===== config.mk =====
export PLATFORM = sky130hd
export DESIGN_NAME = ers_front
export DESIGN_NICKNAME = d
export VERILOG_FILES = /design/src/hw/rtl/ers_pkg.sv /design/src/hw/rtl/ers_front.sv
export SDC_FILE = /design/constraint.sdc
export NUM_CORES = 2
export LEC_CHECK = 0
export BUFFER_PORTS_ARGS = -buffer_cell sky130_fd_sc_hd__buf_2
export CORE_MARGIN = 8
export CORE_UTILIZATION = 35
export DETAILED_ROUTE_END_ITERATION = 10
export PLACE_DENSITY = 0.56
export REMOVE_ABC_BUFFERS = 1
export SETUP_SLACK_MARGIN = 0.05
export SYNTH_ARGS = -nofsm -noshare
export SYNTH_HDL_FRONTEND = slang
export SYNTH_SLANG_ARGS = --single-unit

===== constraint.sdc =====
create_clock -name clk -period 9.5 [get_ports clk]
set_input_delay 0.475 -clock clk [delete_from_list [all_inputs] [get_ports clk]]
set_output_delay 0.475 -clock clk [all_outputs]
set_load 0.005 [all_outputs]

===== src/hw/rtl/ers_pkg.sv =====
// Shared types, constants and table builder for the exponential range scaler.
// No dependencies; every other file of the block but ers_if imports this package.
package ers_pkg;

    // Pipeline depth, from input register to result register
    localparam int NUM_STAGES = 14;

    // Register indexes of the configuration port
    typedef enum logic [2:0] {
        CFG_LINEAR_MODE   = 3'd0,
        CFG_INPUT_GAIN    = 3'd1,
        CFG_INPUT_OFFSET  = 3'd2,
        CFG_OUTPUT_GAIN   = 3'd3,
        CFG_OUTPUT_OFFSET = 3'd4
    } cfg_idx_t;

    // Register reset values
    localparam logic        RST_LINEAR_MODE = 1'b1;
    localparam logic [31:0] RST_INPUT_GAIN  = 32'd16777216;

    // Fixed-point constants
    localparam logic [29:0]        LN2_Q30     = 30'd744261118;
    localparam logic [30:0]        INV_LN2_Q30 = 31'd1549082005;
    localparam logic [30:0]        ONE_Q30     = 31'h4000_0000;
    localparam logic signed [40:0] EXP_LIMIT   = 41'sd4194304;
    localparam logic signed [40:0] LIN_MAX     = 41'sd2147483647;
    localparam logic signed [40:0] LIN_MIN     = -41'sd2147483648;
    localparam logic signed [63:0] WIDE_LIMIT  = 64'sd1099511627776;
    localparam logic signed [31:0] SAT_MAX     = 32'sh7FFF_FFFF;
    localparam logic signed [31:0] SAT_MIN     = 32'sh8000_0000;

    // floor(v / 6) as a reciprocal multiply, exact for v below 2^19
    localparam logic [17:0] DIV6_RECIP = 18'd174763;
    localparam int          DIV6_SHIFT = 20;

    // Datapath widths
    localparam int Y_W    = 54;
    localparam int K_W    = 8;
    localparam int Z_W    = 26;
    localparam int Z2_W   = 21;
    localparam int Z3_W   = 17;
    localparam int POLY_W = 31;
    localparam int TAB_W  = 31;
    localparam int MANT_W = 32;

    // Result that bypasses the exponential path, or a marker that it is needed
    typedef struct packed {
        logic        is_exp;
        logic [31:0] value;
        logic        sat;
    } byp_t;

    // One table entry: 2^(i/N) in Q30 from a Taylor series truncated after the 14th power
    function automatic logic [TAB_W-1:0] pow2_entry(input logic [63:0] arg);
        logic [63:0] term;
        logic [63:0] sum;
        term = 64'd1 << 30;
        sum  = term;
        term = ((term * arg) >> 30) / 64'd1;  sum = sum + term;
        term = ((term * arg) >> 30) / 64'd2;  sum = sum + term;
        term = ((term * arg) >> 30) / 64'd3;  sum = sum + term;
        term = ((term * arg) >> 30) / 64'd4;  sum = sum + term;
        term = ((term * arg) >> 30) / 64'd5;  sum = sum + term;
        term = ((term * arg) >> 30) / 64'd6;  sum = sum + term;
        term = ((term * arg) >> 30) / 64'd7;  sum = sum + term;
        term = ((term * arg) >> 30) / 64'd8;  sum = sum + term;
        term = ((term * arg) >> 30) / 64'd9;  sum = sum + term;
        term = ((term * arg) >> 30) / 64'd10; sum = sum + term;
        term = ((term * arg) >> 30) / 64'd11; sum = sum + term;
        term = ((term * arg) >> 30) / 64'd12; sum = sum + term;
        term = ((term * arg) >> 30) / 64'd13; sum = sum + term;
        term = ((term * arg) >> 30) / 64'd14; sum = sum + term;
        return sum[TAB_W-1:0];
    endfunction

endpackage


===== src/hw/rtl/ers_front.sv =====
// Front stages: input gain multiply, offset add, range classification and
// scaling by 1/ln2. Depends on ers_pkg.
module ers_front (
    input  logic                              clk,
    input  logic [ers_pkg::NUM_STAGES-1:0]    en,
    input  logic signed [31:0]                in_value,
    input  logic                              linear_mode,
    input  logic signed [31:0]                input_gain,
    input  logic signed [31:0]                input_offset,
    input  logic signed [31:0]                output_gain,
    input  logic signed [31:0]                output_offset,
    output logic signed [ers_pkg::Y_W-1:0]    y,
    output ers_pkg::byp_t                     byp
);
    import ers_pkg::*;

    logic signed [63:0]    prod_reg, prod_next;
    logic signed [40:0]    a_reg, a_next;
    logic signed [Y_W-1:0] y_reg, y_next;
    byp_t                  byp_reg, byp_next;
    logic signed [22:0]    a_small;
    logic                  ovf, unf, lin_hi, lin_lo;

    // Stage 0: scale the input by the Q8.24 gain
    assign prod_next = 64'(in_value) * 64'(input_gain);

    // Stage 1: drop the gain fraction and add the offset
    assign a_next = 41'(prod_reg >>> 24) + 41'(input_offset);

    // Stage 2: classify the argument and form a/ln2
    always_comb
    begin
        ovf      = (a_reg >= EXP_LIMIT);
        unf      = (a_reg < -EXP_LIMIT);
        lin_hi   = (a_reg > LIN_MAX);
        lin_lo   = (a_reg < LIN_MIN);
        a_small  = $signed(a_reg[22:0]);
        y_next   = Y_W'(a_small) * Y_W'($signed({1'b0, INV_LN2_Q30}));

        byp_next.is_exp = 1'b0;
        byp_next.value  = output_offset;
        byp_next.sat    = 1'b0;
        if (linear_mode)
        begin
            byp_next.sat   = lin_hi | lin_lo;
            byp_next.value = lin_hi ? SAT_MAX : (lin_lo ? SAT_MIN : a_reg[31:0]);
        end
        else if (ovf)
        begin
            if (output_gain != 32'sd0)
            begin
                byp_next.sat   = 1'b1;
                byp_next.value = output_gain[31] ? SAT_MIN : SAT_MAX;
            end
        end
        else if (!unf)
        begin
            byp_next.is_exp = 1'b1;
        end
    end

    // Advance each stage when its enable is set
    always_ff @(posedge clk)
    begin
        if (en[0])
        begin
            prod_reg <= prod_next;
        end
        if (en[1])
        begin
            a_reg <= a_next;
        end
        if (en[2])
        begin
            y_reg   <= y_next;
            byp_reg <= byp_next;
        end
    end

    assign y   = y_reg;
    assign byp = byp_reg;

endmodule


# --- Yosys cells after proc, flatten, opt, wreduce, memory -nomap -nowiden ---
# Index checks and enable logic that the tools add are counted.
# Widths: inputs -> output; s select.
word_totals:
  reg_bits: 193
  latch_bits: 0
  ramBits: 0
  romBits: 0
  in_bits: 176
  output_inout_bits: 88
  word_cells: 23
  n_memories: 0
classes:
  n_addsub: 1
  mul: 2
  n_div: 0
  order_cmp: 4
  eq_ne: 0
  shifts: 0
  muxes: 7
  bitwise: 1
  n_reduce_logical: 2
ops:
  columns: ["cell", "n"]
  rows:
  - ["$mux 33", 3]
  - ["$mux 32", 3]
  - ["$mul 32x32->64", 1]
  - ["$mul 23x32->54 const B", 1]
  - ["$add 40x32->41", 1]
  - ["$ge 41x24->1 const B", 1]
  - ["$gt 41x32->1 const B", 1]
  - ["$lt 41x23->1 const B", 1]
  - ["$lt 41x32->1 const B", 1]
  - ["$reduce_bool 32->1", 1]
  - ["$reduce_or 2->1", 1]
  - ["$mux 1", 1]
  - ["$or 1x1->1", 1]

# --- Logic depth before layout (Yosys ltp) ---
logic_depth:
  word_depth: 4
  depth_mapped: 29
  ltp_nobuf: 27

# --- Worst setup path after synthesis ---
# OpenSTA, ideal clock, no wires.
synth_timing:
  path_type: "in2reg"
  startpoint: "in in_value[31]"
  endpoint: "reg prod_reg[61], data pin"
  setup_ns: 0.258
  arrival_time_ns: 7.617
  t_required_ns: 9.242
  setup_slack_ns: 1.625
  path_stages: 25
  path_buffers: 1
  path_cell_list: "clkbuf_1 -> nand2_1 -> inv_1 -> fa_1 -> inv_1 -> fa_1 -> inv_1 -> fa_1 -> fa_1 -> inv_1 -> fa_1 -> inv_1 -> fa_1 -> fa_1 -> fa_1 -> ha_1 -> a21o_1 -> a21oi_1 -> nor2b_1 -> o21ai_0 -> a31oi_1 -> or4_1 -> a21o_1 -> a31oi_1 -> xnor2_1"
synth_via:
  elab_chain_cells: 1
synth_lines:
  columns: ["item", "line_no", "rtl"]
  rows:
  - ["start, declared", "ers_front.sv:6", "input logic signed [31:0] in_value,"]
  - ["$mul 32x32->64", "ers_front.sv:25", "assign prod_next = 64'(in_value) * 64'(input_gain);"]
  - ["via prod_next[61]", "ers_front.sv:17", "logic signed [63:0] prod_reg, prod_next;"]
  - ["end signal, assigned", "ers_front.sv:67", "prod_reg <= prod_next;"]
  - ["end, declared", "ers_front.sv:17", null]
# The timed path passes the listed nets, and every way through them passes these cells.
# A chain may end at the register's enable or synchronous reset.

# --- Worst setup path in the final report ---
layout_timing:
  startpoint: "in input_gain[9]"
  endpoint: "reg prod_reg[58], data pin"
layout_via:
  elab_chain_cells: 1
layout_lines:
  columns: ["item", "line_no", "rtl"]
  rows:
  - ["start, declared", "ers_front.sv:8", "input logic signed [31:0] input_gain,"]
  - ["$mul 32x32->64", "ers_front.sv:25", null]
  - ["via prod_next[58]", "ers_front.sv:17", null]
# The timed path passes the listed nets, and every way through them passes these cells.

==> results.yml <==
drt:
  routed_wl_um: 162900
  via_per_inst: 4.929
  routedWlPerCell_um: 20.90
  drc: 0
  ant_nets: 0
  dr.pass1.iters: 5
  drtIter0Drc: 2262
  vias: 38420
clock_network:
  clk_pin_slew_ps: 70
  cts.sinks: 169
  cts_root_buffer: "clkbuf_16"
  cts_hold_buffers: 0
  cts_buffer_depth: 2
  cts_made_buffers: 17
  clkLatencyLatePin_ps: 470
  htree_levels: 4
  postCtsSetupRepairBufs: 0
  cts_tree: "yes"
  cts_resized: 0
setup_path:
  cp.buffers_inverters: 6
  critical_path_class: "primary input to flip-flop"
  cpMaxStageDelayCell: "buf_2"
  slowest_delay_ps: 720
  ff2ff_path_depth: 22
  end_kind: "flip-flop"
  crit_path_start_kind: "primary input"
  worstPathRequired_ps: 9710
  cp.arrival_ps: 8670
  critPathMostFrequentCell: "fa_1"
  crit_path_max_fanout: 32
  critPathTopFamily: "adder cells"
  path_depth: 26
floorplanning:
  die-area_um2: 170700
  die_w_um: 413.2
  num_rows: 145
  core_area_um2: 156400
  io_pins: 264
  initial_core_util: 0.3530
  fp.dieH_um: 413.2
placed_design:
  gp_congestion: 0.9007
  hpwl_um: 132700
  post-place-ws_ps: 631.9
  io_buffers: 252
  dp.cells: 7760
synth:
  synth_xor_area_frac: 0.02078
  synthArstFlopShare: 0
  synth_cells: 5578
  syn_area_per_cell_um2: 9.897
  synth-simple-area-share: 0.1263
  seq_area_frac_synth: 0.09193
  ys_types: 74
  ys_ff_latch: 169
  synth_area_um2: 55210
  synth_compound_area_frac: 0.05263
  synth_top_family_by_area: "adder cells"
  yosysWarnings: 0
  yosys.area_share.adder: 0.6004
  synth_edf_count: 169
  synth_mux_area_frac: 0.0003626
  synth_top_flop_cell: "edfxtp_1"
status:
  status: "finished clean"
global_routing:
  grt_pass1_wl_um: 253700
  track_usage: 0.1945
  grt_max_degree: 55
  antenna_found_initial: 10
  grt_pass1_vias: 43320
  overflow: 0
sta:
  slew_viol_final: 0
  report.final.hold_viol_count: 0
  fin_crit_ps: 8458
  setup_ws_ps: 1042
  worstMarginPinSlew_ps: 1096
  fmax_ghz: 0.1182
  finalSetupViolCount: 0
  fin_skew_ps: 13.91
  fin_setup_tns_ps: 0
  fin_crit_sh: 0.8903
  timing.slew.headroom: 0.2667
  rsz0062_at_grt: "false"
final_layout:
  areaGrowthSynthToFinish_pct: 7.753
  largest_reg_flops: 54
  layout.cells.non_filler: 7794
  final_net_count: 7744
  drive_above_1_share: 0.06943
job:
  maxCapViolCount: 0
worst_hold_path:
  hold_depth: 2
  hp-class: "primary input to flip-flop"
-- layer usage --
metal	GRT usage	vias up	share of wire
met5	0	-	0.00014
met4	0.05972	4	0.034
li1	-	16950	-
met2	0.3242	1232	0.47
met3	0.03747	261	0.073
met1	0.2564	19970	0.42
-- worst paths after layout --
| path | startpoint | to | slack (ps) |
|---|---|---|---|
| worst min-delay path | input_offset[0] | a_reg[0] | 310 |
| worst max-delay path | input_gain[9] | prod_reg[58] | 1040 |
| worst min register to register | prod_reg[24] | a_reg[0] | 600 |
| worst max register to register | a_reg[5] | y[50] | 1720 |
-- kinds of logic after synthesis --
logic type                 count (synthesis)
and+or+nand+nor                         1391
xor gates and xnor gates                 131
AOI/OAI and AO/OA                        458
muxes                                      2
DFF                                      169
buffers and inverters                   1580
adders and majority gates               1847
-- per-stage QoR --
step                      hold slack (ps)  utilization  instance area [um2]
after floorplan                     512.8            -                54390
after global placement              566.8       0.3767                58900
after detailed placement            586.1       0.3767                58900
after CTS                           283.9       0.3803                59480
after global routing                312.1       0.3803                59480
final                               313.8       0.3804                59490
-- synthesized netlist by cell type, types with 4 or more instances --
cell type / n / area share
edfxtp_1: 169 / 0.092
o21ai_1: 4 / 0.00036
a31oi_1: 11 / 0.0012
o311ai_0: 4 / 0.00063
a21o_1: 65 / 0.0088
xor2_1: 41 / 0.0065
nand3_1: 38 / 0.0034
a211oi_1: 22 / 0.0030
clkbuf_1: 214 / 0.015
inv_1: 1364 / 0.093
nor3_1: 24 / 0.0022
and2_1: 512 / 0.058
ha_1: 510 / 0.12
nand2_1: 579 / 0.039
xnor2_1: 90 / 0.014
nand2b_1: 29 / 0.0033
nor4_1: 15 / 0.0017
a21oi_1: 192 / 0.017
nor2b_1: 21 / 0.0024
or2_2: 8 / 0.00091
nand4_1: 28 / 0.0032
fa_1: 1337 / 0.48
o21a_1: 15 / 0.0020
o21bai_1: 19 / 0.0026
and3_1: 13 / 0.0015
o21ai_0: 63 / 0.0057
o31ai_1: 6 / 0.00082
or3_1: 8 / 0.00091
and4_1: 4 / 0.00063
nor2_1: 97 / 0.0066
-- cells in the final DEF, fill, tap and decap left out, drive strengths merged, types with 67 or more instances in the layout --
master  count
edfxtp    169
nand2     579
and2      512
o21ai      69
inv      1369
a21o       67
nor2       97
fa       1337
a21oi     194
xnor2      90
buf       340
ha        510
-- cell type report --
cell class	count	area, um2
Fill cell	15840	96900
Multi-Input combinational cell	3829	44210
Inverter	1364	5120
Sequential cell	169	5075
Tap cell	2058	2575
Timing Repair Buffer	340	1924
Clock buffer	19	432.9
Clock inverter	11	138.9
Antenna cell	4	10.01
Power is not shown: default switching activity piles up to over one toggle a cycle in this logic, so the estimate is an artifact.
