File: src/hw/rtl/ers_pkg.sv
// Shared types, constants and table builder for the exponential range scaler.
// No dependencies; every other file of the block but ers_if imports this package.
package ers_pkg;

    // Pipeline depth, from input register to result register
    localparam int NUM_STAGES = 14;

    // Register indexes of the configuration port
    typedef enum logic [2:0] {
        CFG_LINEAR_MODE   = 3'd0,
        CFG_INPUT_GAIN    = 3'd1,
        CFG_INPUT_OFFSET  = 3'd2,
        CFG_OUTPUT_GAIN   = 3'd3,
        CFG_OUTPUT_OFFSET = 3'd4
    } cfg_idx_t;

    // Register reset values
    localparam logic        RST_LINEAR_MODE = 1'b1;
    localparam logic [31:0] RST_INPUT_GAIN  = 32'd16777216;

    // Fixed-point constants
    localparam logic [29:0]        LN2_Q30     = 30'd744261118;
    localparam logic [30:0]        INV_LN2_Q30 = 31'd1549082005;
    localparam logic [30:0]        ONE_Q30     = 31'h4000_0000;
    localparam logic signed [40:0] EXP_LIMIT   = 41'sd4194304;
    localparam logic signed [40:0] LIN_MAX     = 41'sd2147483647;
    localparam logic signed [40:0] LIN_MIN     = -41'sd2147483648;
    localparam logic signed [63:0] WIDE_LIMIT  = 64'sd1099511627776;
    localparam logic signed [31:0] SAT_MAX     = 32'sh7FFF_FFFF;
    localparam logic signed [31:0] SAT_MIN     = 32'sh8000_0000;

    // floor(v / 6) as a reciprocal multiply, exact for v below 2^19
    localparam logic [17:0] DIV6_RECIP = 18'd174763;
    localparam int          DIV6_SHIFT = 20;

    // Datapath widths
    localparam int Y_W    = 54;
    localparam int K_W    = 8;
    localparam int Z_W    = 26;
    localparam int Z2_W   = 21;
    localparam int Z3_W   = 17;
    localparam int POLY_W = 31;
    localparam int TAB_W  = 31;
    localparam int MANT_W = 32;

    // Result that bypasses the exponential path, or a marker that it is needed
    typedef struct packed {
        logic        is_exp;
        logic [31:0] value;
        logic        sat;
    } byp_t;

    // One table entry: 2^(i/N) in Q30 from a Taylor series truncated after the 14th power
    function automatic logic [TAB_W-1:0] pow2_entry(input logic [63:0] arg);
        logic [63:0] term;
        logic [63:0] sum;
        term = 64'd1 << 30;
        sum  = term;
        term = ((term * arg) >> 30) / 64'd1;  sum = sum + term;
        term = ((term * arg) >> 30) / 64'd2;  sum = sum + term;
        term = ((term * arg) >> 30) / 64'd3;  sum = sum + term;
        term = ((term * arg) >> 30) / 64'd4;  sum = sum + term;
        term = ((term * arg) >> 30) / 64'd5;  sum = sum + term;
        term = ((term * arg) >> 30) / 64'd6;  sum = sum + term;
        term = ((term * arg) >> 30) / 64'd7;  sum = sum + term;
        term = ((term * arg) >> 30) / 64'd8;  sum = sum + term;
        term = ((term * arg) >> 30) / 64'd9;  sum = sum + term;
        term = ((term * arg) >> 30) / 64'd10; sum = sum + term;
        term = ((term * arg) >> 30) / 64'd11; sum = sum + term;
        term = ((term * arg) >> 30) / 64'd12; sum = sum + term;
        term = ((term * arg) >> 30) / 64'd13; sum = sum + term;
        term = ((term * arg) >> 30) / 64'd14; sum = sum + term;
        return sum[TAB_W-1:0];
    endfunction

endpackage

File: src/hw/rtl/ers_scale.sv
// Output stages: gain multiply, power-of-two shift with rounding, offset add,
// saturation and final result select. Depends on ers_pkg.
module ers_scale (
    input  logic                              clk,
    input  logic [ers_pkg::NUM_STAGES-1:0]    en,
    input  logic [ers_pkg::MANT_W-1:0]        mant,
    input  logic signed [ers_pkg::K_W-1:0]    k,
    input  logic signed [31:0]                output_gain,
    input  logic signed [31:0]                output_offset,
    input  ers_pkg::byp_t                     byp,
    output logic signed [31:0]                out_value,
    output logic                              saturated
);
    import ers_pkg::*;

    logic signed [63:0]    p_reg, p_next;
    logic signed [K_W-1:0] k_reg;
    logic signed [63:0]    val_reg, val_next;
    logic                  rnd_reg, rnd_next;
    logic                  big_reg, big_next;
    logic signed [41:0]    r_reg;
    logic                  wide_reg, wide_next;
    logic                  pos_reg, pos_next;
    logic signed [31:0]    out_reg, out_next;
    logic                  sat_reg, sat_next;
    logic signed [8:0]     s_amt;
    logic [5:0]            shr, shl;
    logic signed [63:0]    lim, r_full;
    logic signed [42:0]    sum;

    // Stage 10: scale the exponential by the output gain
    assign p_next = 64'(output_gain) * $signed({32'd0, mant});

    // Stage 11: shift by 2^(k-30); right shifts keep one bit for rounding
    always_comb
    begin
        s_amt    = 9'sd30 - 9'(k_reg);
        shr      = 6'(s_amt - 9'sd1);
        shl      = 6'(-s_amt);
        lim      = (shl < 6'd32) ? (64'sd1 <<< (6'd40 - shl)) : 64'sd0;
        val_next = p_reg;
        rnd_next = 1'b0;
        big_next = 1'b0;
        if (s_amt >= 9'sd63)
        begin
            val_next = 64'sd0;
        end
        else if (s_amt > 9'sd0)
        begin
            val_next = p_reg >>> shr;
            rnd_next = 1'b1;
        end
        else if (s_amt < 9'sd0)
        begin
            if (p_reg != 64'sd0 && (shl >= 6'd32 || p_reg > lim || p_reg < -lim))
            begin
                big_next = 1'b1;
            end
            else
            begin
                val_next = p_reg <<< shl;
            end
        end
    end

    // Stage 12: round half up and flag values beyond 2^40
    always_comb
    begin
        r_full    = rnd_reg ? ((val_reg + 64'sd1) >>> 1) : val_reg;
        wide_next = big_reg || (r_full > WIDE_LIMIT) || (r_full < -WIDE_LIMIT);
        pos_next  = ~val_reg[63];
        if (!big_reg)
        begin
            pos_next = ~r_full[63];
        end
    end

    // Stage 13: add the offset, saturate, pick the bypass where it applies
    always_comb
    begin
        sum      = 43'(r_reg) + 43'(output_offset);
        out_next = sum[31:0];
        sat_next = 1'b0;
        if (!byp.is_exp)
        begin
            out_next = byp.value;
            sat_next = byp.sat;
        end
        else if (wide_reg)
        begin
            out_next = pos_reg ? SAT_MAX : SAT_MIN;
            sat_next = 1'b1;
        end
        else if (sum > 43'(SAT_MAX))
        begin
            out_next = SAT_MAX;
            sat_next = 1'b1;
        end
        else if (sum < 43'(SAT_MIN))
        begin
            out_next = SAT_MIN;
            sat_next = 1'b1;
        end
    end

    always_ff @(posedge clk)
    begin
        if (en[10])
        begin
            p_reg <= p_next;
            k_reg <= k;
        end
        if (en[11])
        begin
            val_reg <= val_next;
            rnd_reg <= rnd_next;
            big_reg <= big_next;
        end
        if (en[12])
        begin
            r_reg    <= r_full[41:0];
            wide_reg <= wide_next;
            pos_reg  <= pos_next;
        end
        if (en[13])
        begin
            out_reg <= out_next;
            sat_reg <= sat_next;
        end
    end

    assign out_value = out_reg;
    assign saturated = sat_reg;

endmodule

File: config.mk
export PLATFORM = sky130hd
export DESIGN_NAME = ers_scale
export DESIGN_NICKNAME = d
export VERILOG_FILES = /design/src/hw/rtl/ers_pkg.sv /design/src/hw/rtl/ers_scale.sv
export SDC_FILE = /design/constraint.sdc
export NUM_CORES = 2
export LEC_CHECK = 0
export BUFFER_PORTS_ARGS = -buffer_cell sky130_fd_sc_hd__buf_2
export CAP_MARGIN = 20
export CORE_ASPECT_RATIO = 1.4
export CORE_MARGIN = 1.5
export CORE_UTILIZATION = 45
export DETAILED_ROUTE_END_ITERATION = 6
export PLACE_DENSITY = 0.58
export RECOVER_POWER = 25
export SETUP_SLACK_MARGIN = 0.05
export SYNTH_ARGS = -nofsm -noshare
export SYNTH_HDL_FRONTEND = slang
export SYNTH_SLANG_ARGS = --single-unit
File: constraint.sdc
create_clock -name clk -period 12.9 [get_ports clk]
set_clock_uncertainty 0.15 [all_clocks]
set_input_delay 2.58 -clock clk [delete_from_list [all_inputs] [get_ports clk]]
set_output_delay 2.58 -clock clk [all_outputs]
set_load 0.1 [all_outputs]
# Word level (Yosys, flattened, before mapping)
# Cells that the tools add are included.
# word_totals
wordCells	59
out_inout_bits	33
register_bits	215
# classes
magnitude_cmp	11
mul	1
n_mux	17
reduce_logical	7
n_addsub	7
n_shift	3
n_bitwise	3
# op_table
cell	n
$mux 64	5
$mux 32	5
$add 64x2->64 const B	1
$gt 64x42->1 const B	1
$gt 64x64->1	1
$lt 64x41->1 const B	1
$lt 64x64->1	1
$mul 32x33->64	1
$neg 64->64	1
$reduce_bool 64->1	1
$sshl 2x6->64 const A	1
$sshl 64x6->64	1
$sshr 64x6->64	1
$add 42x32->43	1
$gt 43x32->1 const B	1
$lt 43x32->1 const B	1
$ge 9x7->1 const B	1
$gt 9x1->1 const B	1
$lt 9x1->1 const B	1
$sub 6x8->9 const A	1
$mux 1	7
$ge 6x6->1 const B	1
$lt 6x6->1 const B	1
$neg 6->6	1
other kinds (6)	11

# Logic depth before layout (Yosys ltp)
# depth
depth_word	12
ltp_mapped	33
ltp_nobuf	28

# Worst setup path after synthesis
# Ideal clock, no wire load.
# synth_timing
path_type	input-to-reg
start	input mant[14] (netlist bit)
end	register p_reg[48] (data pin)
required_time_ns	12.486
arrival_ns	9.747
path_buffers	1
setup_time_ns	0.264
slack_ns	2.740
path_stages	28
path_cell_list	clkbuf_1 -> nand2_1 -> fa_1 -> inv_1 -> fa_1 -> inv_1 -> fa_1 -> inv_1 -> fa_1 -> fa_1 -> inv_1 -> fa_1 -> inv_1 -> fa_1 -> inv_1 -> fa_1 -> inv_1 -> ha_1 -> and2_1 -> a221oi_1 -> a21oi_1 -> o21bai_1 -> o31ai_1 -> a31oi_1 -> a221o_1 -> a221o_1 -> a221oi_1 -> xnor2_1
# synth_between
elab_chain_len	1
# synth_lines
element	line_no	text
start, declared	ers_scale.sv:6	input logic [ers_pkg::MANT_W-1:0] mant,
$mul 32x33->64	ers_scale.sv:32	assign p_next = 64'(output_gain) * $signed({32'd0, mant});
via p_next[48]	ers_scale.sv:16	logic signed [63:0] p_reg, p_next;
end signal, assigned	ers_scale.sv:110	p_reg <= p_next;
end, declared	ers_scale.sv:16	
# The timed path passes the listed nets, and every way through them passes these cells.
# A chain may end at the register's enable or synchronous reset.

# Final worst setup path
# layout_timing
start	input mant[16] (netlist bit)
end	register p_reg[63] (data pin)
# Same word-level chain as after synthesis.

==> results by group <==
GRT
  • Vias in the first global route: approximately 54000
  • Grt total ovfl: 0
  • GRT Util Overall: about a third
  • Global-route wire length before repair: between 300 and 400 mm
  • Initial antenna violation count: 10
  • Largest net degree at the start of global routing: ~140

Clock network
  • Clock Root Buffer: clkbuf_16
  • Clk_lat worst skew: roughly 0.60 ns
  • CTS sink cnt: 215
  • Total CTS buffers: 24
  • Post-CTS resize count: 0
  • CTS tree: done
  • Post-CTS Repair Setup Buffers: 0
  • Cts hold-fix bufs: 0
  • H-tree depth: 1
  • CTS Buffer Depth: 3
  • CTS clk-pin slew, worst paths: 0.06 ns

Floorplan
  • Row count: about 160
  • Initial core utilization: 45.3%
  • Top Ports: ~190
  • Die width: 308 um
  • Die area: approximately 130000 um2
  • Die Ht: between 400 and 500 um
  • Placeable Area: about 130000 um2

Synth
  • Mapped Area: around 59000 um2
  • Seq cells post-synth: between 200 and 250
  • Mapped Cells: roughly 7000
  • Post-synth EDFFs: approximately 220
  • Synthesized area per cell: ~8.4 um2
  • Register area share after synthesis: between 10 and 15%
  • Top_reg_cell synth: edfxtp_1
  • Yosys cell types: slightly above 90
  • Yosys warning count: 0
  • Async SR Flop Fraction: 0%
  • Synth top area cells: fa_1, edfxtp_1, ha_1, nand2_1, inv_1
  • Area leader, netlist: fa_1
  • Area share of the largest cell type after synthesis: between 30 and 40%

Setup path
  • Worst r2r dst: val_reg[17]
  • WS Path Type: in2reg
  • Worst Setup SP: mant[16]
  • Setup crit start kind: input port
  • R2R Setup Slk: 2.19 ns
  • Crit end category: flop
  • Arrival @ worst endpoint: roughly 11 ns
  • Worst reg-to-reg path cell count: 25
  • FF-to-FF Start: k_reg[0]
  • Crit-path max FO: 32
  • WP data required: about 13 ns
  • CP endpoint: p_reg[63]

STA
  • Setup slack after layout: between 1.5 and 2 ns
  • Final Hold Vio Count: 0
  • Max-Slew Margin vs Limit: -141%
  • Setup TNS: 0 ns
  • Max-slew violation count: between 200 and 250
  • Least-Margin Pin Slew: 3.61 ns
  • Min Tclk post-route: roughly 11 ns
  • FMAX: 90.0 MHz
  • RSZ-0062 raised after global routing: no
  • Final setup fails: 0
  • Final worst path period share: 86.1%

Route
  • Via Count: approximately 50000
  • Routed WL: around 210 mm
  • Number of remaining DRC errors: 5
  • Final ANT Viol Nets: 0
  • DR iter-0 viols: about 4000
  • Pre-Repair DR Iteration Count: 7
  • Vias per Instance: 5.90
  • Wire per inst: between 20 and 25 um

Placed design
  • Setup WS pre-CTS: between 1 and 1.5 ns
  • Inst Count DP: ~8600
  • I/O Buffers: 175
  • GP Congestion: 1.02
  • HPWL after detailed placement: between 150 and 200 mm

Flow run
  • Total of max-cap violations: 4

Layout
  • Final layout net count: between 8000 and 9000
  • Fillers: 13000
  • Area Overhead vs Synth: 5.33%
  • Sequential cell area: between 6000 and 7000 um2
  • Area of the multi-input gates: roughly 47000 um2
  • Layout Cells excl Fill: ~8600
  • Layout cells sized above 1: under 10%

Status
  • Status: finished, violations left
  • Failing checks: design-rule violations, max-capacitance violations, max-slew violations

Min path
  • Hold Path Class: reg2reg
  • Hold path depth: 2
## cell type report
cell class | count | area share (%)
diodes | 5 | 0.0203
clock buffers | 31 | 1.02
clock inverters | 13 | 0.231
inverters | 1044 | 6.35
multi-input cells | 5308 | 75.8
flip-flops and latches | 215 | 10.5
well taps | 1738 | 3.52
repair buffers | 276 | 2.63
## Yosys cell counts, drive strengths merged (44+ instances only)
cell and number:
o22ai 50, fa 898, nor3 97, clkbuf 381, nor2 350, a211oi 65
edfxtp 215, nor4 54, a21o 113, nand4 62, o211ai 72, xnor2 93
o21ai 247, mux2 52, buf 52, a21oi 289, nand3 126, nand2 1107
ha 467, and2 361, mux2i 204, xor2 44, inv 1043
## metal layers
layer  routed length, um  up-vias  GRT usage (%)
li1                    -    22700              -
met5                  64        -              0
met4               16300       10           21.4
met2              106000     2020           56.7
met3               11500      709           3.64
met1               74200    25400           34.5
## critical path: stages
cell and delay, ns:
buf_2 0.80, nand2_1 0.18, fa_1 0.55, inv_1 0.05
fa_1 0.54, inv_1 0.05, fa_1 0.49, inv_1 0.05
fa_1 0.55, inv_1 0.06, fa_1 0.46, fa_1 0.49
inv_1 0.05, fa_1 0.50, fa_1 0.44, ha_1 0.38
a21oi_1 0.26, o21ai_0 0.14, a221o_1 0.36, a221oi_1 0.49
nand2_1 0.09, o21ai_0 0.57, o22ai_1 0.33, a221oi_1 0.61
nor2_1 0.11, a211oi_1 0.18
## cell usage in the layout (no fill, tap or decap), drive strengths merged, types with 13 or more instances in the layout
cell type / n
a211oi: 65
o31ai: 23
o221ai: 13
xor2: 44
or2: 19
or4: 16
fa: 898
nand2: 1107
o22ai: 50
nor2: 350
nor3: 97
or3: 32
edfxtp: 215
mux2i: 204
conb: 19
o311ai: 13
a21o: 113
o21a: 39
o211ai: 72
nor4: 54
a31oi: 42
ha: 467
a221oi: 19
and2: 361
nand3: 126
and3: 34
a32o: 13
o21bai: 19
inv: 1046
o21ai: 247
buf: 264
xnor2: 93
nand2b: 43
a21oi: 289
nand4: 62
mux2: 52
clkbuf: 43
nor2b: 22
## worst min path at each step
stage / startpoint / end / slack [ns]
CTS: val_reg[24] / r_reg[24] / 0.52
finish: val_reg[24] / r_reg[24] / 0.52
global route: val_reg[34] / r_reg[34] / 0.57
detailed placement: val_reg[24] / r_reg[24] / 0.51
global placement: val_reg[24] / r_reg[24] / 0.50
floorplan: val_reg[63] / pos_reg / 0.42
## kinds of logic (layout without fill, tap and decap cells)
family	after synthesis	after routing	synth area share, %
other	2	24	0.0128
AND/OR/NAND/NOR	2354	2354	18.7
multiplexers	268	268	4.95
AO/OA/AOI/OAI	1162	1162	13.0
buffers and inverters	1477	1364	9.50
XOR/XNOR	140	140	2.18
adder cells (fa/ha/maj)	1365	1365	40.7
flip-flops	215	215	11.0
## metrics by stage
step / cell area [um2] / utilization [%] / hold slack, ns
final: 61700 / 47.8 / 0.522
after global routing: 61700 / 47.7 / 0.567
after CTS: 61700 / 47.8 / 0.520
after detailed placement: 60900 / 47.2 / 0.510
after global placement: 60900 / 47.2 / 0.498
after floorplan: 58600 / - / 0.423
Power is left out: the tool's default activity adds up to more than one toggle a clock period on the data nets, which glitch-free logic cannot reach.
